<file path="src/design/wstm_pkg.sv">
// shared types and constants of the wall strip texture mapper
// no dependencies; used by every module of the block

package wstm_pkg;

  // default screen and texture limits
  localparam int SCREEN_ROWS_DEF    = 1024;
  localparam int SCREEN_COLUMNS_DEF = 1024;
  localparam int TEXTURE_MAX_DEF    = 1024;

  // port widths
  localparam int IN_DATA_W  = 48;
  localparam int OUT_DATA_W = 48;
  localparam int CFG_IDX_W  = 3;
  localparam int CFG_DATA_W = 32;

  // field widths
  localparam int COL_W   = 10;
  localparam int DIST_W  = 24;
  localparam int TEX_W   = 10;
  localparam int SIZE_W  = 11;
  localparam int SCALE_W = 32;

  // divider sizes: quotient of up to 31 bits plus one overflow step
  localparam int DIV_NUM_W = 44;
  localparam int DIV_DEN_W = 55;
  localparam int DIV_Q_W   = 31;
  localparam int DIV_CNT_W = 6;
  localparam logic [DIV_CNT_W-1:0] DIV_STEPS_HEIGHT = 6'd32;
  localparam logic [DIV_CNT_W-1:0] DIV_STEPS_ROW    = 6'd12;

  // request queue between front and back
  localparam int QUEUE_DEPTH = 2;

  // reset values of the configuration registers
  localparam logic [SCALE_W-1:0] PLANE_SCALE_RST = 32'd7264768;
  localparam logic [SIZE_W-1:0]  SIZE_RST        = 11'd64;

  typedef enum logic {
    CMD_START,
    CMD_NEXT
  } cmd_kind_t;

  typedef enum logic [1:0] {
    FACE_NORTH,
    FACE_SOUTH,
    FACE_WEST,
    FACE_EAST
  } face_t;

  typedef enum logic [CFG_IDX_W-1:0] {
    CFG_PLANE_SCALE,
    CFG_HEIGHT_NORTH,
    CFG_HEIGHT_SOUTH,
    CFG_HEIGHT_WEST,
    CFG_HEIGHT_EAST,
    CFG_WIDTH_SOUTH,
    CFG_WIDTH_WEST
  } cfg_idx_t;

  typedef struct packed {
    logic [SCALE_W-1:0] plane_scale;
    logic [SIZE_W-1:0]  height_north;
    logic [SIZE_W-1:0]  height_south;
    logic [SIZE_W-1:0]  height_west;
    logic [SIZE_W-1:0]  height_east;
    logic [SIZE_W-1:0]  width_south;
    logic [SIZE_W-1:0]  width_west;
  } cfg_t;

  typedef struct packed {
    cmd_kind_t         kind;
    logic [COL_W-1:0]  column;
    logic [DIST_W-1:0] distance;
    face_t             face;
    logic [TEX_W-1:0]  tex_x;
  } cmd_t;

  typedef struct packed {
    logic                 go;
    logic [DIV_NUM_W-1:0] dividend;
    logic [DIV_DEN_W-1:0] divisor;
    logic [DIV_CNT_W-1:0] steps;
  } div_req_t;

  typedef struct packed {
    logic               done;
    logic [DIV_Q_W-1:0] quotient;
  } div_rsp_t;

endpackage

</file>
<file path="src/design/wstm_front.sv">
// front end: accepts requests, decodes them into commands and queues them
// depends on wstm_pkg

module wstm_front (
  input  logic                           clk,
  input  logic                           rst_n,
  input  logic                           in_tvalid,
  output logic                           in_tready,
  // screen_column, perp_distance, wall_face, texture_x, zero pad
  input  logic [wstm_pkg::IN_DATA_W-1:0] in_tdata,
  // command
  input  logic                           in_tuser,
  output logic                           q_valid,
  input  logic                           q_pop,
  output wstm_pkg::cmd_t                 q_data
);

  localparam int PTR_W = $clog2(wstm_pkg::QUEUE_DEPTH);
  localparam int CNT_W = $clog2(wstm_pkg::QUEUE_DEPTH + 1);

  wstm_pkg::cmd_t   entry_r [wstm_pkg::QUEUE_DEPTH];
  logic [PTR_W-1:0] wr_ptr_r;
  logic [PTR_W-1:0] rd_ptr_r;
  logic [CNT_W-1:0] count_r;
  wstm_pkg::cmd_t   in_cmd;
  logic             push;
  logic             pop;

  always_comb begin
    in_cmd.kind     = in_tuser ? wstm_pkg::CMD_NEXT : wstm_pkg::CMD_START;
    in_cmd.column   = in_tdata[9:0];
    in_cmd.distance = in_tdata[33:10];
    in_cmd.face     = wstm_pkg::face_t'(in_tdata[35:34]);
    in_cmd.tex_x    = in_tdata[45:36];
  end

  assign in_tready = (count_r != CNT_W'(wstm_pkg::QUEUE_DEPTH));
  assign push      = in_tvalid && in_tready;
  assign q_valid   = (count_r != '0);
  assign pop       = q_pop && q_valid;
  assign q_data    = entry_r[rd_ptr_r];

  always_ff @(posedge clk) begin
    if (push) begin
      entry_r[wr_ptr_r] <= in_cmd;
    end
  end

  always_ff @(posedge clk) begin
    if (!rst_n) begin
      wr_ptr_r <= '0;
      rd_ptr_r <= '0;
      count_r  <= '0;
    end else begin
      if (push) begin
        wr_ptr_r <= wr_ptr_r + 1'b1;
      end
      if (pop) begin
        rd_ptr_r <= rd_ptr_r + 1'b1;
      end
      if (push && !pop) begin
        count_r <= count_r + 1'b1;
      end else if (pop && !push) begin
        count_r <= count_r - 1'b1;
      end
    end
  end

endmodule

</file>
<file path="src/design/wstm_div.sv">
// shared restoring divider, one quotient bit per cycle
// first step flags an oversize quotient, which then reads as all ones
// depends on wstm_pkg

module wstm_div (
  input  logic               clk,
  input  logic               rst_n,
  input  wstm_pkg::div_req_t req,
  output wstm_pkg::div_rsp_t rsp
);

  logic [wstm_pkg::DIV_NUM_W-1:0] rem_r;
  logic [wstm_pkg::DIV_DEN_W-1:0] den_r;
  logic [wstm_pkg::DIV_Q_W-1:0]   q_r;
  logic [wstm_pkg::DIV_CNT_W-1:0] cnt_r;
  logic                           busy_r;
  logic                           first_r;
  logic                           sat_r;
  logic                           done_r;
  logic [wstm_pkg::DIV_DEN_W:0]   diff;
  logic                           ge;

  assign diff = {{(wstm_pkg::DIV_DEN_W + 1 - wstm_pkg::DIV_NUM_W){1'b0}}, rem_r}
              - {1'b0, den_r};
  assign ge   = !diff[wstm_pkg::DIV_DEN_W];

  assign rsp.done     = done_r;
  assign rsp.quotient = sat_r ? '1 : q_r;

  always_ff @(posedge clk) begin
    if (req.go) begin
      rem_r   <= req.dividend;
      den_r   <= req.divisor;
      q_r     <= '0;
      sat_r   <= 1'b0;
      first_r <= 1'b1;
    end else if (busy_r) begin
      if (first_r) begin
        sat_r <= ge;
      end else begin
        q_r <= {q_r[wstm_pkg::DIV_Q_W-2:0], ge};
      end
      if (ge) begin
        rem_r <= diff[wstm_pkg::DIV_NUM_W-1:0];
      end
      den_r   <= den_r >> 1;
      first_r <= 1'b0;
    end
  end

  always_ff @(posedge clk) begin
    if (!rst_n) begin
      busy_r <= 1'b0;
      done_r <= 1'b0;
      cnt_r  <= '0;
    end else begin
      done_r <= 1'b0;
      if (req.go) begin
        busy_r <= 1'b1;
        cnt_r  <= req.steps;
      end else if (busy_r) begin
        cnt_r <= cnt_r - 1'b1;
        if (cnt_r == wstm_pkg::DIV_CNT_W'(1)) begin
          busy_r <= 1'b0;
          done_r <= 1'b1;
        end
      end
    end
  end

endmodule

</file>
<file path="src/design/wstm_back.sv">
// back end: sequencer that sets up a column and emits one pixel per next-pixel request
// holds the strip state and the output register; depends on wstm_pkg, wstm_div

module wstm_back #(
  parameter int SCREEN_ROWS    = wstm_pkg::SCREEN_ROWS_DEF,
  parameter int SCREEN_COLUMNS = wstm_pkg::SCREEN_COLUMNS_DEF,
  parameter int TEXTURE_MAX    = wstm_pkg::TEXTURE_MAX_DEF
) (
  input  logic                            clk,
  input  logic                            rst_n,
  input  wstm_pkg::cfg_t                  cfg,
  input  logic                            q_valid,
  input  wstm_pkg::cmd_t                  q_data,
  output logic                            q_pop,
  output wstm_pkg::div_req_t              div_req,
  input  wstm_pkg::div_rsp_t              div_rsp,
  output logic                            out_tvalid,
  input  logic                            out_tready,
  // pixel_column, pixel_row, texel_face, texel_row, texel_column, zero pad
  output logic [wstm_pkg::OUT_DATA_W-1:0] out_tdata,
  // last_pixel
  output logic                            out_tlast
);

  localparam int ROW_W = $clog2(SCREEN_ROWS + 1);
  localparam logic [32:0]      MID_Q9   = 33'(SCREEN_ROWS * 256);
  localparam logic [ROW_W-1:0] ROWS_LIM = ROW_W'(SCREEN_ROWS);
  localparam logic [24:0]      ROWS_25  = 25'(SCREEN_ROWS);
  localparam logic [11:0]      COLS_LIM = 12'(SCREEN_COLUMNS);
  localparam logic [10:0]      TEX_LIM  = 11'(TEXTURE_MAX);

  typedef enum logic [2:0] {
    S_IDLE,
    S_HDIV,
    S_HFIN,
    S_PNUM,
    S_PMUL,
    S_PDIV,
    S_POUT
  } state_t;

  state_t                          state_r;
  logic                            active_r;
  logic [ROW_W-1:0]                row_r;
  logic [ROW_W-1:0]                end_r;
  logic signed [31:0]              top_r;
  logic [wstm_pkg::DIV_Q_W-1:0]    height_r;
  wstm_pkg::face_t                 face_r;
  logic [wstm_pkg::TEX_W-1:0]      tex_x_r;
  logic [wstm_pkg::COL_W-1:0]      col_r;
  logic [32:0]                     num_r;
  wstm_pkg::div_req_t              div_req_r;
  logic                            out_valid_r;
  logic [wstm_pkg::OUT_DATA_W-1:0] out_data_r;
  logic                            out_last_r;

  logic signed [32:0] top_full;
  logic [20:0]        first_sum;
  logic [ROW_W-1:0]   first_row;
  logic [33:0]        bot_sum;
  logic [ROW_W-1:0]   end_row;
  logic               strip_on;
  logic [33:0]        num_full;
  logic [10:0]        hf;
  logic [43:0]        prod;
  logic [10:0]        lim_h;
  logic [10:0]        trow;
  logic [10:0]        w;
  logic [10:0]        v;
  logic [10:0]        lim_w;
  logic [10:0]        tcol;
  logic               is_last;
  logic               out_free;
  logic               pix_emit;

  // column setup from the projected height
  always_comb begin
    top_full  = $signed(MID_Q9) - $signed({2'b00, div_rsp.quotient});
    first_sum = {1'b0, top_full[19:0]} + 21'd511;
    if (!top_full[32] && top_full != '0) begin
      first_row = ROW_W'(first_sum[20:9]);
    end else begin
      first_row = '0;
    end
    bot_sum = 34'(MID_Q9) + 34'(div_rsp.quotient) + 34'd511;
    if (bot_sum[33:9] > ROWS_25) begin
      end_row = ROWS_LIM;
    end else begin
      end_row = ROW_W'(bot_sum[33:9]);
    end
    strip_on = (first_row < end_row) && ({2'b00, col_r} < COLS_LIM);
  end

  // per-pixel texture mapping
  always_comb begin
    num_full = 34'({row_r, 9'd0}) - {{2{top_r[31]}}, top_r};
    unique case (face_r)
      wstm_pkg::FACE_NORTH: hf = cfg.height_north;
      wstm_pkg::FACE_SOUTH: hf = cfg.height_south;
      wstm_pkg::FACE_WEST:  hf = cfg.height_west;
      wstm_pkg::FACE_EAST:  hf = cfg.height_east;
    endcase
    prod  = num_r * hf;
    lim_h = (hf > TEX_LIM) ? TEX_LIM : hf;
    if (hf == '0 || height_r == '0) begin
      trow = '0;
    end else if (div_rsp.quotient > 31'(lim_h - 11'd1)) begin
      trow = lim_h - 11'd1;
    end else begin
      trow = div_rsp.quotient[10:0];
    end

    // south and west textures are mirrored
    w     = (face_r == wstm_pkg::FACE_SOUTH) ? cfg.width_south : cfg.width_west;
    v     = w - 11'd1 - {1'b0, tex_x_r};
    lim_w = (w > TEX_LIM) ? TEX_LIM : w;
    if (face_r == wstm_pkg::FACE_SOUTH || face_r == wstm_pkg::FACE_WEST) begin
      if (w == '0 || {1'b0, tex_x_r} >= w) begin
        tcol = '0;
      end else if (v > lim_w - 11'd1) begin
        tcol = lim_w - 11'd1;
      end else begin
        tcol = v;
      end
    end else if ({1'b0, tex_x_r} > TEX_LIM - 11'd1) begin
      tcol = TEX_LIM - 11'd1;
    end else begin
      tcol = {1'b0, tex_x_r};
    end

    is_last  = ({1'b0, row_r} + 1'b1) >= {1'b0, end_r};
    out_free = !out_valid_r || out_tready;
    pix_emit = (state_r == S_POUT) && out_free;
  end

  assign q_pop      = (state_r == S_IDLE) && q_valid;
  assign div_req    = div_req_r;
  assign out_tvalid = out_valid_r;
  assign out_tdata  = out_data_r;
  assign out_tlast  = out_last_r;

  always_ff @(posedge clk) begin
    if (!rst_n) begin
      state_r      <= S_IDLE;
      active_r     <= 1'b0;
      out_valid_r  <= 1'b0;
      div_req_r.go <= 1'b0;
    end else begin
      // divider kicks off on a start and after the multiply
      div_req_r.go <= ((state_r == S_IDLE) && q_valid && (q_data.kind == wstm_pkg::CMD_START))
                      || (state_r == S_PMUL);
      if (pix_emit) begin
        out_valid_r <= 1'b1;
      end else if (out_valid_r && out_tready) begin
        out_valid_r <= 1'b0;
      end
      unique case (state_r)
        S_IDLE: begin
          if (q_valid) begin
            if (q_data.kind == wstm_pkg::CMD_START) begin
              col_r              <= q_data.column;
              face_r             <= q_data.face;
              tex_x_r            <= q_data.tex_x;
              div_req_r.dividend <= 44'({cfg.plane_scale, 8'd0});
              div_req_r.divisor  <= {q_data.distance, 31'd0};
              div_req_r.steps    <= wstm_pkg::DIV_STEPS_HEIGHT;
              state_r            <= S_HDIV;
            end else if (active_r) begin
              state_r <= S_PNUM;
            end
          end
        end
        S_HDIV: begin
          if (div_rsp.done) begin
            state_r <= S_HFIN;
          end
        end
        S_HFIN: begin
          height_r <= div_rsp.quotient;
          top_r    <= top_full[31:0];
          row_r    <= first_row;
          end_r    <= end_row;
          active_r <= strip_on;
          state_r  <= S_IDLE;
        end
        S_PNUM: begin
          num_r   <= num_full[32:0];
          state_r <= S_PMUL;
        end
        S_PMUL: begin
          div_req_r.dividend <= prod;
          div_req_r.divisor  <= 55'({height_r, 12'd0});
          div_req_r.steps    <= wstm_pkg::DIV_STEPS_ROW;
          state_r            <= S_PDIV;
        end
        S_PDIV: begin
          if (div_rsp.done) begin
            state_r <= S_POUT;
          end
        end
        S_POUT: begin
          if (out_free) begin
            out_data_r  <= {6'd0, tcol[9:0], trow[9:0], face_r, 10'(row_r), col_r};
            out_last_r  <= is_last;
            row_r       <= row_r + 1'b1;
            if (is_last) begin
              active_r <= 1'b0;
            end
            state_r <= S_IDLE;
          end
        end
        default: state_r <= S_IDLE;
      endcase
    end
  end

endmodule

</file>
<file path="src/design/wall_strip_texture_mapper.sv">
// top level of the wall strip texture mapper: configuration registers and wiring
// depends on wstm_pkg, wstm_front, wstm_div, wstm_back
//
// usage:
//   in_*  stream carries requests. tuser = 0 starts a column (tdata holds the
//         screen column, Q16.8 distance, wall face and texture column); tuser = 1
//         asks for the next pixel of the active column.
//   out_* stream carries one pixel per next-pixel request while a column is
//         active; tlast marks the final pixel. Starts and next-pixel requests
//         with no active column give no output.
//   cfg_* writes a register; keep writes to when the block is idle (not enforced).
// operation: a start runs the 32 steps of the shared one-bit-per-cycle divider
//   computing plane_scale / distance. A pixel computes the row offset, then a
//   33x11 multiply, then 12 divider steps for the texture row. Requests are
//   taken into a two-entry queue while the back end works, so the input side
//   keeps moving until the queue fills.
// reset: clears the queue, the strip state and the output register, and
//   reloads the configuration defaults.
// stalls: a pixel waits in the output register until taken; the back end
//   holds the next pixel until that register frees up.

module wall_strip_texture_mapper #(
  parameter int SCREEN_ROWS    = wstm_pkg::SCREEN_ROWS_DEF,
  parameter int SCREEN_COLUMNS = wstm_pkg::SCREEN_COLUMNS_DEF,
  parameter int TEXTURE_MAX    = wstm_pkg::TEXTURE_MAX_DEF
) (
  input  logic                            clk,
  input  logic                            rst_n,
  input  logic                            in_tvalid,
  output logic                            in_tready,
  // screen_column, perp_distance, wall_face, texture_x, zero pad
  input  logic [wstm_pkg::IN_DATA_W-1:0]  in_tdata,
  // command
  input  logic                            in_tuser,
  output logic                            out_tvalid,
  input  logic                            out_tready,
  // pixel_column, pixel_row, texel_face, texel_row, texel_column, zero pad
  output logic [wstm_pkg::OUT_DATA_W-1:0] out_tdata,
  // last_pixel
  output logic                            out_tlast,
  input  logic                            cfg_we,
  input  logic [wstm_pkg::CFG_IDX_W-1:0]  cfg_index,
  input  logic [wstm_pkg::CFG_DATA_W-1:0] cfg_wdata
);

  wstm_pkg::cfg_t     cfg_r;
  logic               q_valid;
  logic               q_pop;
  wstm_pkg::cmd_t     q_data;
  wstm_pkg::div_req_t div_req;
  wstm_pkg::div_rsp_t div_rsp;

  always_ff @(posedge clk) begin
    if (!rst_n) begin
      cfg_r.plane_scale  <= wstm_pkg::PLANE_SCALE_RST;
      cfg_r.height_north <= wstm_pkg::SIZE_RST;
      cfg_r.height_south <= wstm_pkg::SIZE_RST;
      cfg_r.height_west  <= wstm_pkg::SIZE_RST;
      cfg_r.height_east  <= wstm_pkg::SIZE_RST;
      cfg_r.width_south  <= wstm_pkg::SIZE_RST;
      cfg_r.width_west   <= wstm_pkg::SIZE_RST;
    end else if (cfg_we) begin
      unique case (cfg_index)
        wstm_pkg::CFG_PLANE_SCALE:  cfg_r.plane_scale  <= cfg_wdata;
        wstm_pkg::CFG_HEIGHT_NORTH: cfg_r.height_north <= cfg_wdata[10:0];
        wstm_pkg::CFG_HEIGHT_SOUTH: cfg_r.height_south <= cfg_wdata[10:0];
        wstm_pkg::CFG_HEIGHT_WEST:  cfg_r.height_west  <= cfg_wdata[10:0];
        wstm_pkg::CFG_HEIGHT_EAST:  cfg_r.height_east  <= cfg_wdata[10:0];
        wstm_pkg::CFG_WIDTH_SOUTH:  cfg_r.width_south  <= cfg_wdata[10:0];
        wstm_pkg::CFG_WIDTH_WEST:   cfg_r.width_west   <= cfg_wdata[10:0];
        default: ;
      endcase
    end
  end

  wstm_front u_front (
    .clk       (clk),
    .rst_n     (rst_n),
    .in_tvalid (in_tvalid),
    .in_tready (in_tready),
    .in_tdata  (in_tdata),
    .in_tuser  (in_tuser),
    .q_valid   (q_valid),
    .q_pop     (q_pop),
    .q_data    (q_data)
  );

  wstm_div u_div (
    .clk   (clk),
    .rst_n (rst_n),
    .req   (div_req),
    .rsp   (div_rsp)
  );

  wstm_back #(
    .SCREEN_ROWS    (SCREEN_ROWS),
    .SCREEN_COLUMNS (SCREEN_COLUMNS),
    .TEXTURE_MAX    (TEXTURE_MAX)
  ) u_back (
    .clk        (clk),
    .rst_n      (rst_n),
    .cfg        (cfg_r),
    .q_valid    (q_valid),
    .q_data     (q_data),
    .q_pop      (q_pop),
    .div_req    (div_req),
    .div_rsp    (div_rsp),
    .out_tvalid (out_tvalid),
    .out_tready (out_tready),
    .out_tdata  (out_tdata),
    .out_tlast  (out_tlast)
  );

endmodule
</file>
<file path="config.mk">
export PLATFORM = sky130hd
export DESIGN_NAME = wall_strip_texture_mapper
export DESIGN_NICKNAME = d
export VERILOG_FILES = /design/src/design/wstm_pkg.sv /design/src/design/wstm_front.sv /design/src/design/wstm_div.sv /design/src/design/wstm_back.sv /design/src/design/wall_strip_texture_mapper.sv
export SDC_FILE = /design/constraint.sdc
export NUM_CORES = 2
export LEC_CHECK = 0
export ABC_AREA = 0
export BUFFER_PORTS_ARGS = -buffer_cell sky130_fd_sc_hd__buf_4
export CORE_MARGIN = 2
export CORE_UTILIZATION = 40
export DETAILED_ROUTE_END_ITERATION = 10
export PLACE_DENSITY = 0.54
export SETUP_SLACK_MARGIN = 0.2
export SYNTH_ARGS = -nofsm -noshare
export SYNTH_HDL_FRONTEND = slang
export SYNTH_SLANG_ARGS = --single-unit
</file>
<file path="constraint.sdc">
create_clock -name clk -period 20.1 [get_ports clk]
set_input_delay 2.01 -clock clk [delete_from_list [all_inputs] [get_ports clk]]
set_output_delay 2.01 -clock clk [all_outputs]
set_load 0.05 [all_outputs]
</file>
## Word level (Yosys, flattened, before mapping)

Memories as Yosys holds them, arrays and structs flattened. A register that Yosys moved wholly into a read port is not among the register bits.
Cells that the tools add are included.

- Bits in registers: 536
- Memory bits (writable): 94
- Input bits: 89
- Output and inout port bits: 51
- Logic and storage cells: 190
- Memories kept: 1

- $add $sub $neg: 18
- Multiply operators: 1
- Magnitude comparators: 8
- Equal/unequal tests: 25
- Multiplexer cells: 46
- Bitwise gates (word level): 4
- Reductions and logical operators: 51

Memories:

| memory | words | bits a word | rd ports | clocked after Yosys merged registers in | write ports | line | source |
|---|---|---|---|---|---|---|---|
| u_front.entry_r | 2 | 47 | 1 | 1 | 1 | wstm_front.sv:21 | `wstm_pkg::cmd_t entry_r [wstm_pkg::QUEUE_DEPTH];` |

Operators by type and width:

| kind | count |
|---|---|
| 105-bit 2-to-1 mux | 2 |
| 105-bit case mux with 2 select lines | 1 |
| 44-bit 2-to-1 mux | 3 |
| 55-bit 2-to-1 mux | 2 |
| 11-bit 2-to-1 mux | 6 |
| 44-bit by 55-bit subtractor with 56-bit output | 1 |
| 33-bit by 11-bit multiplier with 44-bit output | 1 |
| 11-bit case mux with 4 select lines | 1 |
| 10-bit 2-to-1 mux | 4 |
| 34-bit by 9-bit adder with 34-bit output, second input constant | 1 |
| 33-bit nonzero test | 1 |
| 21-bit by 32-bit subtractor with 33-bit output | 1 |
| 19-bit by 31-bit adder with 32-bit output, first input constant | 1 |
| 19-bit by 31-bit subtractor with 32-bit output, first input constant | 1 |
| 31-bit greater-than comparator | 1 |
| 31-bit logical NOT | 1 |
| 31-bit 2-to-1 mux | 1 |
| 25-bit by 11-bit greater-than comparator with 1-bit output, second input constant | 1 |
| 2-bit AND reduction | 12 |
| 11-bit greater-than comparator, second input constant | 2 |
| 11-bit logical NOT | 2 |
| 11-bit case mux with 2 select lines | 1 |
| 11-bit by 1-bit subtractor with 11-bit output, second input constant | 2 |
| 20-bit by 9-bit adder with 20-bit output, second input constant | 1 |
| 39 further kinds | 103 |

## Depth between registers and ports, before layout

- Depth after elaboration: 9
- Mapped depth: 29
- Mapped depth without buffers: 26

## Hierarchy

A second synthesis with hierarchy kept.

- Cell total of the unflattened synthesis: 4,257
- Area, all modules: 42,957.4 um^2

By module, submodules not included:

| module | times used | cells each | area an instance (um^2) | seq. area each (um^2) |
|---|---|---|---|---|
| wstm_back | 1 | 2,786 | 27,108.5 | 8,257.9 |
| wstm_div | 1 | 943 | 8,523.2 | 3,793.6 |
| wall_strip_texture_mapper | 1 | 358 | 3,687.3 | 1,961.9 |
| wstm_front | 1 | 170 | 3,638.5 | 2,922.8 |

## Worst setup path before layout

No wires, ideal clock.

- Kind: input port to flip-flop
- From: in rst_n
- To: reg u_back.end_r[0], enable pin
- Library setup time: 0.594 ns
- Arrival time: 7.584 ns
- Path slack: 11.923 ns
- Stages: 4
- Buffers on the path: 2
- Path through: clkbuf_1 clkbuf_1 nand2_1 nor3_1

- Word-level cells in the longest chain between the ends: 1

RTL lines:

| what | line | source |
|---|---|---|
| from (decl) | wall_strip_texture_mapper.sv:28 | `input logic rst_n,` |
| 2-bit AND reduction (no source line) | n/a |  |
| to (signal assigned) | wstm_back.sv:182 | `end_r <= end_row;` |
| to (decl) | wstm_back.sv:45 | `logic [ROW_W-1:0] end_r;` |

Every way passes these cells.
A chain may end at the register's enable or synchronous reset.

## Worst setup path after layout

- From: reg u_back.face_r[1]
- To: reg u_back.div_req_r (netlist bit u_back.div_req[90]), data pin

- Word-level cells in the longest chain between the ends: 4
- Elaborated cells between the ends (all ways): 7
- Classes of those cells: mul (1); eq/ne (3); mux (2); reduce/logical (1)

RTL lines:

| what | line | source |
|---|---|---|
| from (decl) | wstm_back.sv:48 | `wstm_pkg::face_t face_r;` |
| from (signal assigned) | wstm_back.sv:162 | `face_r <= q_data.face;` |
| 2-bit == test, or another cell as far along | wstm_back.sv:97 | `unique case (face_r)` |
| 11-bit case mux with 4 select lines (*) | wstm_back.sv:97 |  |
| 33-bit by 11-bit multiplier with 44-bit output (*) | wstm_back.sv:103 | `prod = num_r * hf;` |
| 105-bit case mux with 2 select lines (*) | wstm_back.sv:157 | `unique case (state_r)` |
| to (decl) | wstm_back.sv:52 | `wstm_pkg::div_req_t div_req_r;` |

Mark *: on every way between the ends. The rest lies on a longest branch, timed or not.

==> flow_summary_export.csv <==
group,metric,value,unit
global_routing,initial_antenna_violation_count,6,
detailed_routing,dr_wl_met2,51600,um
detailed_routing,postRouteAntennaNets,0,
flow_run,maxCapViolCount,0,
synthesis,syn_area_per_cell,9.87,um^2
floorplanning,row_count,119,
global_routing,maximum_number_of_pins_on_one_net_before_global_route_repair,91,
synthesis,synthesized_netlist_cell_count,4293,
detailed_routing,drt-initial-drc-count,2308,
timing,grt_setup_unrepaired,"no",
floorplanning,ios,140,
cts,cts-hold-fix-buffers,0,
detailed_routing,met3RoutedLength,5750,um
cells_and_area,layout_fillers,10200,
cts,cts_tree,"yes",
placement,place.gp.congestion,0.866,
detailed_routing,avgViaCountPerCell,5.27,
critical_path,worstSetupStartpointType,"register",
timing,max_slew.worst_pin.slew,1.15,ns
synthesis,synth_cell_types,93,
detailed_routing,dr.max_layer_used,"met4",
detailed_routing,drt_total_wl,114000,um
placement,place_hpwl,84100,um
synthesis,yosysWarningCount,0,
critical_path,worst_ep_arrival_time,8.66,ns
critical_path,worst_setup_path_end_kind,"register",
timing,worst_slew_slack_as_a_fraction_of_its_limit,22.9,%
cts,cts.repair_timing.setup_buffer_count,0,
global_routing,globalRouteTotalUtil,21.1,%
pwr,p_leak,19.4,nW
cts,clk_path_buf_depth,3,
timing,slew_viol_final,0,
detailed_routing,vias,30500,
timing,setup_viol_count_final,0,
synthesis,sequential_share_of_the_synthesized_area,40.0,%
timing,maxClockFrequency,120,MHz
synthesis,mappedNetlistArea,0.0424,mm^2
floorplanning,effective_utilization_at_floorplan,40.3,%
global_routing,wire_length_of_the_first_global_routing_pass,177000,um
synthesis,ys_ff_latch,614,
cells_and_area,area_growth_syn_to_layout,11.4,%
timing,fin_worst_skew,0.0414,ns
pwr,power.density,102,mW/mm^2
critical_path,critical_path_required,20.44,ns
critical_path,reg2reg_depth,27,
cts,clk_pin_slew,0.06,ns
timing,number_of_endpoints_with_negative_hold_slack_in_the_final_report,0,
cells_and_area,design.final.nets,4936,
cts,cts_buffers,72,
cells_and_area,utilization,44.9,%
global_routing,grt.overflow.total,0,
floorplanning,die-area,0.109,mm^2
cells_and_area,drive_above_1_share,9.11,%
floorplanning,core_region_area,0.105,mm^2
cts,worst_skew_pair.late_latency,0.64,ns
cts,ctsHtreeMaxLevel,3,
pwr,worst_ir_drop_vdd,0.0795,mV
synthesis,yosys_most_used_dff,"sky130_fd_sc_hd__edfxtp_1",
worst_hold_path,worst_hold_path_type,"register to register",
cts,post_cts_resize_count,0,
global_routing,first_global_vias,30100,
detailed_routing,wl_met1,53500,um
cts,clk_root_buffer_cell,"sky130_fd_sc_hd__clkbuf_16",
detailed_routing,drt-pass1-iter-count,8,
critical_path,crit_type,"register to register",
synthesis,synth_edf_count,464,
critical_path,critical_path.max_fanout,41,
detailed_routing,drc,0,
timing,period_share,41.4,%
floorplanning,die-height,329,um
synthesis,ys_async_sr_fraction,0,%
placement,place.port_buffers,131,
worst_hold_path,min_delay_path_depth,0,
floorplanning,die_width,329,um
detailed_routing,wire_per_inst,19.7,um
outcome,run_status,"completed",
timing,final.setup.tns,0,ns
timing,post-route-min-period,8.32,ns
cts,tritoncts_num_sinks,614,
report_power, final:
group / switching (W) / total [W] / internal (W)
registers: 0.000100 / 0.00181 / 0.00171
logic: 0.00104 / 0.00167 / 0.000631
clock network: 0.000551 / 0.00133 / 0.000783
kinds of logic after synthesis:
family | share of synthesized area [%]
and+or+nand+nor | 16.4
AOI/OAI and AO/OA | 11.1
buffers and inverters | 6.03
DFF | 40.0
adders and majority gates | 20.2
xor gates and xnor gates | 3.59
muxes | 2.70
other | 0.00885
final cells by class:
type	count	area (um^2)	area share, %
clock buffer	100	1990	4.22
antenna	3	7.51	0.0159
tap	1391	1740	3.69
timing repair buffer	169	1270	2.69
multi-input combinational	3017	23100	48.9
inverter	457	1720	3.63
clock inverter	32	428	0.907
sequential	614	16900	35.9
cell usage after synthesis (all sizes together) (24+ instances only):
cell type | count | area, um^2
o21a | 26 | 195
ha | 236 | 2950
buf | 33 | 169
a211oi | 24 | 180
or3 | 24 | 155
and2 | 178 | 1110
and3 | 25 | 156
mux2i | 59 | 591
xnor2 | 114 | 1010
a21oi | 150 | 751
nor3 | 71 | 378
dfxtp | 150 | 3000
nor2 | 194 | 728
nand2 | 734 | 2760
nor2b | 30 | 188
nand2b | 31 | 194
a21boi | 87 | 653
edfxtp | 464 | 13900
a21o | 68 | 510
inv | 455 | 1710
nor4 | 35 | 246
fa | 280 | 5610
nand3 | 57 | 285
mux2 | 49 | 556
xor2 | 59 | 517
clkbuf | 178 | 669
o21ai | 209 | 1050
nand4 | 33 | 206
worst max-delay path, stage by stage, from the launching register on:
cell and delay, ns:
sky130_fd_sc_hd__edfxtp_1 0.44, sky130_fd_sc_hd__inv_1 0.10, sky130_fd_sc_hd__ha_1 0.14, sky130_fd_sc_hd__buf_4 0.34, sky130_fd_sc_hd__a22oi_1 0.19, sky130_fd_sc_hd__nand2_1 0.14
sky130_fd_sc_hd__mux2_2 0.15, sky130_fd_sc_hd__buf_4 0.44, sky130_fd_sc_hd__nand2_1 0.16, sky130_fd_sc_hd__fa_1 0.53, sky130_fd_sc_hd__fa_1 0.54, sky130_fd_sc_hd__inv_1 0.05
sky130_fd_sc_hd__fa_1 0.50, sky130_fd_sc_hd__fa_1 0.55, sky130_fd_sc_hd__inv_1 0.06, sky130_fd_sc_hd__fa_1 0.53, sky130_fd_sc_hd__inv_1 0.04, sky130_fd_sc_hd__ha_1 0.34
sky130_fd_sc_hd__a211oi_1 0.21, sky130_fd_sc_hd__inv_1 0.07, sky130_fd_sc_hd__o311ai_0 0.45, sky130_fd_sc_hd__a31oi_1 0.20, sky130_fd_sc_hd__o31ai_1 0.70, sky130_fd_sc_hd__o21bai_1 0.18
sky130_fd_sc_hd__a31o_2 0.28, sky130_fd_sc_hd__a21oi_1 0.16, sky130_fd_sc_hd__xor2_1 0.32, sky130_fd_sc_hd__o21ai_0 0.18
layout by cell type (no fill, tap or decap), types with 29 or more instances in the layout:
cell	instances
sky130_fd_sc_hd__nor2_1	190
sky130_fd_sc_hd__xnor2_1	113
sky130_fd_sc_hd__and2_1	178
sky130_fd_sc_hd__a21o_1	68
sky130_fd_sc_hd__edfxtp_1	464
sky130_fd_sc_hd__nand2b_1	29
sky130_fd_sc_hd__nor4_1	32
sky130_fd_sc_hd__dfxtp_1	147
sky130_fd_sc_hd__nand4_1	33
sky130_fd_sc_hd__buf_4	169
sky130_fd_sc_hd__nand2_1	732
sky130_fd_sc_hd__xor2_1	59
sky130_fd_sc_hd__a21oi_1	149
sky130_fd_sc_hd__mux2_2	48
sky130_fd_sc_hd__fa_1	280
sky130_fd_sc_hd__nor2b_1	30
sky130_fd_sc_hd__nand3_1	57
sky130_fd_sc_hd__nor3_1	66
sky130_fd_sc_hd__clkbuf_16	73
sky130_fd_sc_hd__mux2i_1	49
sky130_fd_sc_hd__inv_1	454
sky130_fd_sc_hd__o21ai_0	204
sky130_fd_sc_hd__a21boi_0	87
sky130_fd_sc_hd__ha_1	236
layer usage:
layer  track usage (%)  vias to the layer above
met1              30.0                    15100
met2              33.1                      678
met3              3.34                      127
li1                  -                    14600
met4              6.30                        0
met5                 0                        -
sequential cells by signal, summed over array words and instances, names as in the netlist, 2 cells and up, named ones only:
register and flops:
u_back.out_tdata 42, u_div.den_r 55, u_div.cnt_r 6, u_div.rem_r 44, u_back.num_r 33, u_back.div_req 90
u_back.top_r 31, u_back.col_r 10, u_back.row_r 11, u_front.count_r 2, u_back.face_r 2, u_front.entry_r 94
cfg_r 98, u_back.state_r 3, u_back.tex_x_r 10, u_back.end_r 11, u_div.q_r 31, u_back.height_r 31
path summary, 6_finish.rpt:
kind / from / end / slack (ns)
setup / recovery: u_back.face_r[1]$_DFFE_PP_ / u_back.div_req[90]$_DFFE_PP_ / 11.78
hold / removal: u_back.col_r[8]$_DFFE_PP_ / u_back.out_tdata[8]$_DFFE_PP_ / 0.42
setup reg to reg: u_back.face_r[1]$_DFFE_PP_ / u_back.div_req[90]$_DFFE_PP_ / 11.78
hold reg to reg: u_back.col_r[8]$_DFFE_PP_ / u_back.out_tdata[8]$_DFFE_PP_ / 0.42
through the flow:
stage          setup slack [ns]  power, W  hold slack (ns)  instance area (um^2)  std cells
3_3_place_gp              11.76   0.00349            0.404                 44800       5648
6_report                  11.78   0.00481            0.417                 47200       5783
3_5_place_dp              11.74   0.00351            0.405                 44800       5648
5_1_grt                   11.28   0.00514            0.424                 47200       5782
2_1_floorplan             11.92   0.00304            0.400                 42400       4299
4_1_cts                   11.71   0.00486            0.419                 47200       5780
(Power assumes the default switching activity.)
